**src/rtl/pfpq_pkg.sv**
```systemverilog
// Package for the photo floor position qualifier.
// Holds the register indexes, reset values, position codes and the position decoder.
// No dependencies.
`default_nettype none

package pfpq_pkg;

	// configuration register indexes
	localparam logic [1:0] REG_DEBOUNCE   = 2'd0;
	localparam logic [1:0] REG_POLL       = 2'd1;
	localparam logic [1:0] REG_BOOT_GUARD = 2'd2;

	localparam int AGE_W  = 10;
	localparam int BOOT_W = 12;
	localparam int CFG_W  = 12;

	localparam logic [AGE_W-1:0]  DEBOUNCE_RST   = 10'd30;
	localparam logic [AGE_W-1:0]  POLL_RST       = 10'd50;
	localparam logic [BOOT_W-1:0] BOOT_GUARD_RST = 12'd200;

	typedef enum logic [2:0] {
		POS_MOVING     = 3'd0,
		POS_FLOOR1     = 3'd1,
		POS_FLOOR2     = 3'd2,
		POS_FLOOR3     = 3'd3,
		POS_BETWEEN_12 = 3'd4,
		POS_BETWEEN_23 = 3'd5,
		POS_ERROR      = 3'd6
	} position_t;

	function automatic position_t decode_position(input logic [2:0] bits);
		position_t pos;
		case (bits)
			3'b000: pos = POS_MOVING;
			3'b001: pos = POS_FLOOR1;
			3'b010: pos = POS_FLOOR2;
			3'b100: pos = POS_FLOOR3;
			3'b011: pos = POS_BETWEEN_12;
			3'b110: pos = POS_BETWEEN_23;
			default: pos = POS_ERROR;
		endcase
		return pos;
	endfunction

endpackage

`default_nettype wire

```
**src/rtl/photo_floor_position_qualifier_core.sv**
```systemverilog
// Photo floor position qualifier: debounce, backup poll and position decode.
// Depends on pfpq_pkg.
//
// Usage: every input transaction is one millisecond tick carrying edge_event and the
// three beam bits. Each tick produces exactly one output transaction with changed,
// position and latched_bits. The first tick after reset latches the beams silently;
// after that edges are ignored until boot_guard_ms ticks have passed, an accepted edge
// holds off resampling for debounce_ms ticks, and a backup poll resamples every
// poll_period_ms ticks.
// The result is presented in the output register in the cycle after the input
// transaction. Throughput: one tick per cycle; the only storage between the sides is
// the single output register, so in_stall rises only while that register is full and
// out_stall is high. A stalled result holds its value.
// Reset: clears all counters, the pending flag and the first-tick flag, loads the
// configuration defaults (30, 50, 200) and empties the output register.
// Configuration writes (cfg_wr_en, cfg_index, cfg_data) take effect at the next edge; the
// user must make them while the block is idle, which the block itself leaves unenforced.
`default_nettype none

module photo_floor_position_qualifier_core (
	input  wire logic        clk,
	input  wire logic        arst_n,
	// config port
	input  wire logic        cfg_wr_en,
	input  wire logic [1:0]  cfg_index,
	input  wire logic [11:0] cfg_data,
	// input channel
	input  wire logic        in_valid,
	output logic             in_stall,
	input  wire logic        edge_event,
	input  wire logic        beam_one,
	input  wire logic        beam_two,
	input  wire logic        beam_three,
	// output channel
	output logic             out_valid,
	input  wire logic        out_stall,
	output logic             changed,
	output logic [2:0]       position,
	output logic [2:0]       latched_bits
);

	localparam int AW = pfpq_pkg::AGE_W;
	localparam int BW = pfpq_pkg::BOOT_W;

	logic [AW-1:0] debounce_q, poll_period_q;
	logic [BW-1:0] boot_guard_q;

	logic [2:0]    latched_q;
	logic          first_done_q;
	logic          pending_q;
	logic [AW-1:0] edge_age_q, poll_age_q;
	logic [BW-1:0] boot_age_q;

	logic          in_acc;
	logic [2:0]    now_bits;
	logic [BW-1:0] boot_inc;
	logic [AW-1:0] edge_inc, poll_inc;
	logic          edge_ok, pend_any, hold, poll_hit, do_sample, chg;
	logic [AW-1:0] edge_age_d, poll_age_d;
	logic          pending_d;
	logic [2:0]    latched_d;

	assign in_stall = out_valid && out_stall;
	assign in_acc   = in_valid && !in_stall;
	assign now_bits = {beam_three, beam_two, beam_one};

	always_comb begin
		boot_inc = (boot_age_q == {BW{1'b1}}) ? boot_age_q : boot_age_q + 1'b1;
		edge_inc = (edge_age_q == {AW{1'b1}}) ? edge_age_q : edge_age_q + 1'b1;
		poll_inc = (poll_age_q == {AW{1'b1}}) ? poll_age_q : poll_age_q + 1'b1;

		edge_ok    = edge_event && (boot_inc >= boot_guard_q);
		pend_any   = pending_q || edge_ok;
		edge_age_d = edge_ok ? '0 : edge_inc;
		hold       = pend_any && (edge_age_d < debounce_q);
		poll_hit   = !hold && (poll_inc >= poll_period_q);
		poll_age_d = poll_hit ? '0 : poll_inc;
		pending_d  = hold;
		// pending resample and poll resample both reduce to one compare against now_bits
		do_sample  = !hold && (pend_any || poll_hit);
		chg        = do_sample && (now_bits != latched_q);
		latched_d  = do_sample ? now_bits : latched_q;
	end

	// configuration registers
	always_ff @(posedge clk or negedge arst_n) begin
		if (!arst_n) begin
			debounce_q    <= pfpq_pkg::DEBOUNCE_RST;
			poll_period_q <= pfpq_pkg::POLL_RST;
			boot_guard_q  <= pfpq_pkg::BOOT_GUARD_RST;
		end else if (cfg_wr_en) begin
			case (cfg_index)
				pfpq_pkg::REG_DEBOUNCE:   debounce_q    <= cfg_data[AW-1:0];
				pfpq_pkg::REG_POLL:       poll_period_q <= cfg_data[AW-1:0];
				pfpq_pkg::REG_BOOT_GUARD: boot_guard_q  <= cfg_data[BW-1:0];
				default: ;
			endcase
		end
	end

	// tick state
	always_ff @(posedge clk or negedge arst_n) begin
		if (!arst_n) begin
			latched_q    <= '0;
			first_done_q <= 1'b0;
			pending_q    <= 1'b0;
			edge_age_q   <= '0;
			poll_age_q   <= '0;
			boot_age_q   <= '0;
		end else if (in_acc) begin
			if (!first_done_q) begin
				latched_q    <= now_bits;
				first_done_q <= 1'b1;
			end else begin
				latched_q  <= latched_d;
				pending_q  <= pending_d;
				edge_age_q <= edge_age_d;
				poll_age_q <= poll_age_d;
				boot_age_q <= boot_inc;
			end
		end
	end

	// output register
	always_ff @(posedge clk or negedge arst_n) begin
		if (!arst_n) begin
			out_valid <= 1'b0;
		end else if (in_acc) begin
			out_valid <= 1'b1;
		end else if (!out_stall) begin
			out_valid <= 1'b0;
		end
	end

	always_ff @(posedge clk) begin
		if (in_acc) begin
			if (!first_done_q) begin
				changed      <= 1'b0;
				latched_bits <= now_bits;
				position     <= pfpq_pkg::decode_position(now_bits);
			end else begin
				changed      <= chg;
				latched_bits <= latched_d;
				position     <= pfpq_pkg::decode_position(latched_d);
			end
		end
	end

`ifndef SYNTH
	a_pos_decode: assert property (@(posedge clk) disable iff (!arst_n)
		out_valid |-> position == pfpq_pkg::decode_position(latched_bits))
		else $error("position does not match latched_bits");

	a_bits_track: assert property (@(posedge clk) disable iff (!arst_n)
		$past(in_acc) |-> latched_bits == latched_q)
		else $error("output bits differ from latched state");

	a_first_quiet: assert property (@(posedge clk) disable iff (!arst_n)
		(in_acc && !first_done_q) |=> !changed)
		else $error("changed set on first tick");

	a_first_sticky: assert property (@(posedge clk) disable iff (!arst_n)
		!$fell(first_done_q))
		else $error("first-tick flag dropped");
`endif

endmodule

`default_nettype wire
```
**config.mk**
```make
export PLATFORM = sky130hd
export DESIGN_NAME = photo_floor_position_qualifier_core
export DESIGN_NICKNAME = d
export VERILOG_FILES = /design/src/rtl/pfpq_pkg.sv /design/src/rtl/photo_floor_position_qualifier_core.sv
export SDC_FILE = /design/constraint.sdc
export NUM_CORES = 1
export LEC_CHECK = 0
export BUFFER_PORTS_ARGS = -buffer_cell sky130_fd_sc_hd__buf_4
export CAP_MARGIN = 10
export CORE_MARGIN = 5
export CORE_UTILIZATION = 60
export DETAILED_ROUTE_END_ITERATION = 8
export PLACE_DENSITY = 0.8
export RECOVER_POWER = 100
export SYNTH_ARGS = -nofsm -noshare
export SYNTH_HDL_FRONTEND = slang
export SYNTH_SLANG_ARGS = --single-unit
```
**constraint.sdc**
```tcl
create_clock -name clk -period 7.6 [get_ports clk]
set_input_delay 0.38 -clock clk [delete_from_list [all_inputs] [get_ports clk]]
set_output_delay 0.38 -clock clk [all_outputs]
set_load 0.05 [all_outputs]
```
==> results by group, run 1 <==
Status
  • Status: finished, violations left
  • Failing checks: max-capacitance violations, max-slew violations

Clock tree
  • # clock sinks: 77
  • Clk root buf: clkbuf_8
  • CTS tree: yes
  • Clock Tree Buf Depth: 2
  • Clock-pin slew on the worst setup and hold paths: 0.08 ns
  • TritonCTS Buffers: 9
  • # resized after CTS: 0
  • Worst-skew pair later-pin latency: 0.35 ns
  • H-Tree Depth: 3
  • Buffers inserted by post-CTS timing repair: 0
  • Hold Buf Count CTS: 0

Worst hold path
  • Hold crit path type: in2reg

Place
  • Pre-CTS WS: 1.75 ns
  • GP Congestion: 0.876
  • HPWL Detailed: 6560 um
  • Port bufs: 31

Timing
  • Worst slew pin tran: 3.69 ns
  • Clk_skew: 0.00781 ns
  • Final worst slack: 1.23 ns
  • Setup TNS: 0 ns
  • Slew Viols, Final: 91
  • Max Fclk: 0.157 GHz
  • Minimum clock period: 6.37 ns
  • Worst slew margin: -1.46
  • Count of final hold-check violations: 0
  • WHS: 0.236 ns
  • Final setup fails: 0
  • Unrepaired setup endpoints after global routing: no
  • Period utilisation layout: 0.839

Drt
  • Router iterations before antenna repair: 4
  • Post-DR wirelength/cell: 15.2 um
  • Met3 Wirelength: 320 um
  • Drt via density: 5.72
  • Final wirelength: 9040 um
  • Via count: 3,406
  • Initial DRC count: 183
  • M1 WL: 4420 um
  • ANT nets after route: 0
  • DRC: 0
  • DR WL met2: 4130 um
  • Top Layer Used: met4

Critical path
  • CP delay by family, top: simple AND/OR/NAND/NOR gates
  • Worst-path fanout max: 13
  • Worst endpoint data arrival time: 6.48 ns
  • Crit Path Class: reg2reg
  • Crit path largest cell delay: 0.70 ns
  • Crit path launch type: flip-flop
  • Top cell by count, worst path: ha_1
  • Required time worst endpoint: 7.71 ns
  • Crit end category: flip-flop
  • Critical Path Slowest Stage Cell: nor2_1
  • CP Cell Sequence: ha_1 > and3_1 > and3_1 > and4_1 > nand4_1 > mux2_2 > ha_1 > nand2_1 > o21ai_0 > a2111oi_4 > nor2_1 > o21bai_1 > nor2_1 > ha_1 > a21o_1 > a21o_1 > a221o_1 > a21oi_1 > and2_0 > o21ai_4 > mux2_1
  • CP bufs+invs: 0

Yosys
  • Post-synth cell types: 60
  • Mux contribution to synthesized area: 0.104
  • Dominant cells by area after synthesis: dfrtp_1, ha_1, mux2_2
  • Post-Syn Nets: 518
  • Post-synth ARST share: 0.909
  • Ys Warns: 0
  • Most used DFF post-synth: dfrtp_1
  • Synth Area in Adders: 0.0936
  • Xor-xnor portion of the synthesized cell area: 0.0452
  • Mapped Avg Cell Area: 10.1 sq um
  • Post-synthesis sequential area ratio: 0.425
  • Post-synth EDFFs: 7
  • Top-area cell type share of the netlist area: 0.323
  • Synth Register Bits: 77
  • Area leader, netlist: dfrtp_1
  • Compound-cell area share of the yosys netlist: 0.143
  • Largest family of logic cells by synthesized area: compound AO/OA/AOI/OAI gates
  • Post-Synth Simple-Gate Area: 0.143
  • Synth Cell Area: 4650 sq um
  • Post-Syn Instances: 461

Cells and area
  • Layout overhead on the synthesized area: 9.15%
  • Nets: 545
  • Area of the multi-input gates: 2410 sq um
  • Finished Core Util: 0.664
  • Ant. Diodes: 0
  • Fill count: 641
  • Register area: 1970 sq um
  • Share of cells above drive strength 1: 0.172

Die
  • Core box area: 7650 sq um
  • Initial Util: 0.608
  • Die W: 98.0 um
  • Die area: 9610 sq um
  • Die height: 98.0 um
  • Cell row count: 32
  • Num ports: 32

Power and ir drop
  • PwrDens: 288 nW/um^2
  • Clk pwr share: 0.233
  • Peak VDD IR: 185 uV
  • P_int: 0.000941 W
  • Switch Pwr: 0.000522 W
  • Seq pwr share: 0.418
  • Static leakage: 2.34 nW
  • Combinational power share: 0.349
  • Sw frac: 0.357

Global route
  • Vias in the first global route: 3,411
  • Largest net degree at the start of global routing: 71
  • Antenna violations before repair: 0
  • Global Route Usage Sum: 0.199
  • Grt ovf: 0
  • First-pass GRT wire length: 15,600 um

Job
  • Max cap viols: 2
-- cells in the mapped netlist (all sizes together) (2+ instances only) --
cell type and count:
a211oi 4, a21o 4, a21oi 25, a22o 10
a31oi 10, and2 2, and3 10, and4 4
buf 4, clkbuf 12, dfrtp 60, dfstp 10
edfxtp 7, ha 34, inv 40, mux2 37
mux2i 5, nand2 45, nand2b 4, nand3 11
nand3b 2, nand4 6, nor2 33, nor2b 3
nor3 3, nor3b 3, o21a 5, o21ai 25
o21bai 3, o22ai 2, xnor2 17, xor2 7
-- power groups by stage --
stage,Sequential (W),Combinational [W],Clock [W]
after floorplan,0.000627,0.000388,0
after global placement,0.000612,0.000511,0
after detailed placement,0.000618,0.000534,0
after CTS,0.000611,0.000540,0.000346
after global routing,0.000626,0.000577,0.000369
final,0.000611,0.000511,0.000341
-- final cells by class --
cell class / instances / area share
repair buffers: 32 / 0.0385
clock inverters: 6 / 0.0170
clock buffers: 10 / 0.0251
well taps: 102 / 0.0251
flip-flops and latches: 77 / 0.389
multi-input cells: 328 / 0.476
inverters: 40 / 0.0296
-- per-layer routing --
metal	track usage	vias to the layer above
met5	0	-
met4	0.0767	0
met3	0.0407	11
met2	0.305	59
met1	0.278	1659
li1	-	1677
-- per-stage QoR --
stage                     cell area [sq um]  total power, W  cells
after floorplan                        4650         0.00102    461
after global placement                 4960         0.00112    579
after detailed placement               4960         0.00115    579
after CTS                              5170         0.00150    595
after global routing                   5070         0.00157    595
final                                  5070         0.00146    595
-- registers in the layout, summed over array words and instances (netlist names) --
name           count
out_valid          1
boot_age_q        12
latched_q          3
edge_age_q        10
poll_age_q        10
latched_bits       3
position           3
debounce_q        10
poll_period_q     10
pending_q          1
first_done_q       1
boot_guard_q      12
changed            1
-- kinds of logic after synthesis --
logic type	Yosys count
flip-flops	77
adder cells (fa/ha/maj)	35
buffers and inverters	56
AND/OR/NAND/NOR	130
multiplexers	42
AO/OA/AOI/OAI	97
XOR/XNOR	24
-- layout by cell type, fill, tap and decap left out, types with 13 or more instances in the layout --
| cell | instances |
|---|---|
| a21oi_1 | 25 |
| buf_4 | 20 |
| clkbuf_1 | 13 |
| dfrtp_1 | 60 |
| ha_1 | 34 |
| inv_1 | 40 |
| mux2_2 | 32 |
| nand2_1 | 45 |
| nor2_1 | 33 |
| o21ai_0 | 23 |
| xnor2_1 | 17 |
-- path summary, 6_finish.rpt --
kind                       slack (ns)          endpoint            start  depth (start not counted)
setup / recovery                 1.23       position[2]    boot_age_q[0]                         21
hold reg to reg                  0.51   boot_guard_q[4]  boot_guard_q[4]                          1
setup reg to reg                 1.23       position[2]    boot_age_q[0]                         21
min in group asynchronous        1.29     edge_age_q[6]           arst_n                          1
hold / removal                   0.24         out_valid         in_valid                          2
max in group asynchronous        4.24  boot_guard_q[10]           arst_n                          1
-- worst register-to-register path, cell delays in order, from the launching register on --
cell       delay (ns)
dfrtp_1          0.42
ha_1             0.23
and3_1           0.20
and3_1           0.29
and4_1           0.31
nand4_1          0.42
mux2_2           0.43
ha_1             0.28
nand2_1          0.05
o21ai_0          0.38
a2111oi_4        0.16
nor2_1           0.70
o21bai_1         0.24
nor2_1           0.07
ha_1             0.29
a21o_1           0.18
a21o_1           0.18
a221o_1          0.30
a21oi_1          0.23
and2_0           0.31
o21ai_4          0.13
mux2_1           0.33
Note: power is estimated with default switching activity, not from simulation.
==> run 2, diff against run 1 <==
ABC_AREA = 1   (was not set)
clock period = 6.6 ns   (was 7.6 ns; I/O delays follow)
==> results by group, run 2 <==
Cells and area
  • Layout overhead on the synthesized area: 9.11% (was 9.15%)
  • Share of cells above drive strength 1: 0.103 (was 0.172)
  • Most frequent cells in the layout: nand2_1, inv_1, o21ai_0 (was dfrtp_1, nand2_1, inv_1)
  • Finished Cell Area: 5150 sq um (was 5070 sq um)
  • Nets: 694 (was 545)
  • Ant. Diodes: 0 (unchanged)
  • Largest regs: boot_age_q: 12 flops, boot_guard_q: 12 flops (unchanged)
  • Most common cell after layout, fill and taps aside: nand2_1 (was dfrtp_1)

Drt
  • Via count: 3,957 (was 3,406)
  • DR WL met2: 4740 um (was 4130 um)
  • M1 WL: 4730 um (was 4420 um)
  • Initial DRC count: 290 (was 183)
  • Final wirelength: 9930 um (was 9040 um)
  • Drt via density: 5.32 (was 5.72)
  • Met3 Wirelength: 345 um (was 320 um)
  • DRC: 0 (unchanged)
  • Post-DR wirelength/cell: 13.4 um (was 15.2 um)
  • Top Layer Used: met4 (unchanged)
  • ANT nets after route: 0 (unchanged)
  • Router iterations before antenna repair: 5 (was 4)

Critical path
  • Worst path depth: 28 (was 21)
  • Worst-path fanout max: 8 (was 13)
  • Crit path launch type: flip-flop (unchanged)
  • Worst-case reg-to-reg path depth: 28 (was 21)
  • CP delay by family, top: simple AND/OR/NAND/NOR gates (unchanged)
  • Crit end category: flip-flop (unchanged)
  • Critical Path Slowest Stage Cell: nor3_1 (was nor2_1)
  • Worst endpoint data arrival time: 5.46 ns (was 6.48 ns)
  • Crit path largest cell delay: 0.51 ns (was 0.70 ns)
  • CP bufs+invs: 4 (was 0)
  • Crit Path Class: reg2reg (unchanged)
  • Required time worst endpoint: 6.71 ns (was 7.71 ns)

Clock tree
  • Buffers inserted by post-CTS timing repair: 0 (unchanged)
  • CTS tree: yes (unchanged)
  • # resized after CTS: 0 (unchanged)
  • Clk root buf: clkbuf_8 (unchanged)
  • # clock sinks: 77 (unchanged)
  • Hold Buf Count CTS: 0 (unchanged)
  • H-Tree Depth: 3 (unchanged)
  • Worst-skew pair later-pin latency: 0.35 ns (about the same)
  • TritonCTS Buffers: 9 (unchanged)
  • Clock Tree Buf Depth: 2 (unchanged)
  • Clock-pin slew on the worst setup and hold paths: 0.09 ns (was 0.08 ns)

Place
  • Placed Area: 5040 sq um (was 4960 sq um)
  • HPWL Detailed: 7450 um (was 6560 um)
  • Port bufs: 31 (unchanged)
  • GP Congestion: 0.914 (was 0.876)
  • Pre-CTS WS: 1.91 ns (was 1.75 ns)

Power and ir drop
  • Seq pwr share: 0.359 (was 0.418)
  • Combinational power share: 0.464 (was 0.349)
  • Static leakage: 2.60 nW (was 2.34 nW)
  • Clk pwr share: 0.177 (was 0.233)
  • Switch Pwr: 0.000858 W (was 0.000522 W)
  • Sw frac: 0.435 (was 0.357)
  • Peak VDD IR: 178 uV (was 185 uV)
  • PwrDens: 383 nW/um^2 (was 288 nW/um^2)
  • P_int: 0.00111 W (was 0.000941 W)
  • Power Total: 0.00197 W (was 0.00146 W)

Yosys
  • Dominant cells by area after synthesis: dfrtp_1, nand2_1, ha_1 (was dfrtp_1, ha_1, mux2_2)
  • Synth Cell Area: 4720 sq um (was 4650 sq um)
  • Post-Syn Nets: 664 (was 518)
  • Area leader, netlist: dfrtp_1 (unchanged)
  • Post-synth ARST share: 0.909 (unchanged)
  • Post-synthesis sequential area ratio: 0.418 (was 0.425)
  • Mapped Avg Cell Area: 7.78 sq um (was 10.1 sq um)
  • Most used DFF post-synth: dfrtp_1 (unchanged)
  • Synth top cells by count: nand2_1, inv_1, o21ai_0, dfrtp_1, ha_1 (was dfrtp_1, nand2_1, inv_1, ha_1, mux2_2)
  • Count leader, synth: nand2_1 (was dfrtp_1)
  • Synth Register Bits: 77 (unchanged)
  • Post-synth cell types: 39 (was 60)
  • Post-synth EDFFs: 7 (unchanged)
  • Post-Syn Instances: 607 (was 461)
  • Ys Warns: 0 (unchanged)
  • Top-area cell type share of the netlist area: 0.318 (was 0.323)

Die
  • Cell row count: 32 (unchanged)
  • Num ports: 32 (unchanged)
  • Die area: 9750 sq um (was 9610 sq um)
  • Die height: 98.7 um (was 98.0 um)
  • Die W: 98.7 um (was 98.0 um)
  • Core box area: 7690 sq um (was 7650 sq um)
  • Initial Util: 0.614 (was 0.608)

Timing
  • Final setup fails: 0 (unchanged)
  • Worst slew margin: -1.42 (was -1.46)
  • Slew Viols, Final: 123 (was 91)
  • Unrepaired setup endpoints after global routing: no (unchanged)
  • Minimum clock period: 5.35 ns (was 6.37 ns)
  • Max Fclk: 0.187 GHz (was 0.157 GHz)
  • Clk_skew: 0.0174 ns (was 0.00781 ns)
  • Worst slew pin tran: 3.64 ns (was 3.69 ns)
  • WHS: 0.173 ns (was 0.236 ns)
  • Period utilisation layout: 0.810 (was 0.839)
  • Count of final hold-check violations: 0 (unchanged)
  • Setup TNS: 0 ns (unchanged)
  • Final worst slack: 1.25 ns (was 1.23 ns)

Global route
  • First-pass GRT wire length: 17,200 um (was 15,600 um)
  • Global Route Usage Sum: 0.212 (was 0.199)
  • Vias in the first global route: 3,830 (was 3,411)
  • Grt ovf: 0 (unchanged)
  • Antenna violations before repair: 0 (unchanged)
  • Largest net degree at the start of global routing: 71 (unchanged)

Job
  • Max cap viols: 2 (unchanged)

Worst hold path
  • WHS Path Cells: 3 (was 2)
  • Hold crit path type: in2reg (unchanged)

Status
  • Failing checks: max-capacitance violations, max-slew violations (unchanged)
  • Status: finished, violations left (unchanged)
-- run 2: cell count changes after synthesis, sizes merged, moves of 5 or more --
cell / before / now
nand3: 11 / 30
inv: 40 / 105
nand2: 45 / 163
a22o: 10 / 1
o21ai: 25 / 75
xor2: 7 / 12
xnor2: 17 / 1
mux2i: 5 / 0
nor3: 3 / 16
and3: 10 / 0
mux2: 37 / 0
a31oi: 10 / 3
-- run 2: logic make-up after synthesis --
group,share of synthesized area
AND/OR/NAND/NOR,0.239
buffers and inverters,0.0938
AO/OA/AOI/OAI,0.135
flip-flops,0.418
adder cells (fa/ha/maj),0.0901
XOR/XNOR,0.0241
-- run 2: layer usage --
| metal | GRT usage | vias up |
|---|---|---|
| met4 | 0.0494 | 0 |
| met3 | 0.0389 | 11 |
| met2 | 0.353 | 80 |
| met5 | 0 | - |
| met1 | 0.291 | 1859 |
| li1 | - | 2007 |
-- run 2: path summary, 6_finish.rpt --
kind / start / endpoint / slack, ns
worst min register to register: out_valid / out_valid / 0.49
max in group asynchronous: arst_n / boot_guard_q[8] / 3.34
worst min-delay path: in_valid / out_valid / 0.17
worst max register to register: boot_age_q[0] / position[1] / 1.25
min in group asynchronous: arst_n / latched_q[0] / 1.21
worst max-delay path: boot_age_q[0] / position[1] / 1.25
-- run 2: final cells by class --
cell class	count	area [sq um]
clock inverter	7	65.1
tap	102	128
multi-input combinational	412	2270
timing repair buffer	32	199
clock buffer	9	124
sequential	77	1970
fill	690	2530
inverter	105	394
-- run 2: power groups by stage --
stage | clock, W | combinational [W] | sequential [W]
after floorplan | 0 | 0.000673 | 0.000772
after global placement | 0 | 0.000910 | 0.000711
after detailed placement | 0 | 0.000950 | 0.000716
after CTS | 0.000357 | 0.000956 | 0.000708
after global routing | 0.000381 | 0.00105 | 0.000725
final | 0.000348 | 0.000915 | 0.000708
-- run 2: worst register-to-register path: cells and delay by family, from the launching register on --
kind | cells | cell delay (ns)
AO/OA/AOI/OAI | 4 | 0.82
adder cells (fa/ha/maj) | 3 | 0.77
buffers and inverters | 4 | 0.49
flip-flops | 1 | 0.42
AND/OR/NAND/NOR | 17 | 2.62
-- run 2: metrics by stage --
| step | std cells | util |
|---|---|---|
| global route | 744 | 0.670 |
| detailed placement | 728 | 0.656 |
| CTS | 744 | 0.681 |
| finish | 744 | 0.670 |
| global placement | 728 | 0.656 |
| floorplan | 607 | - |
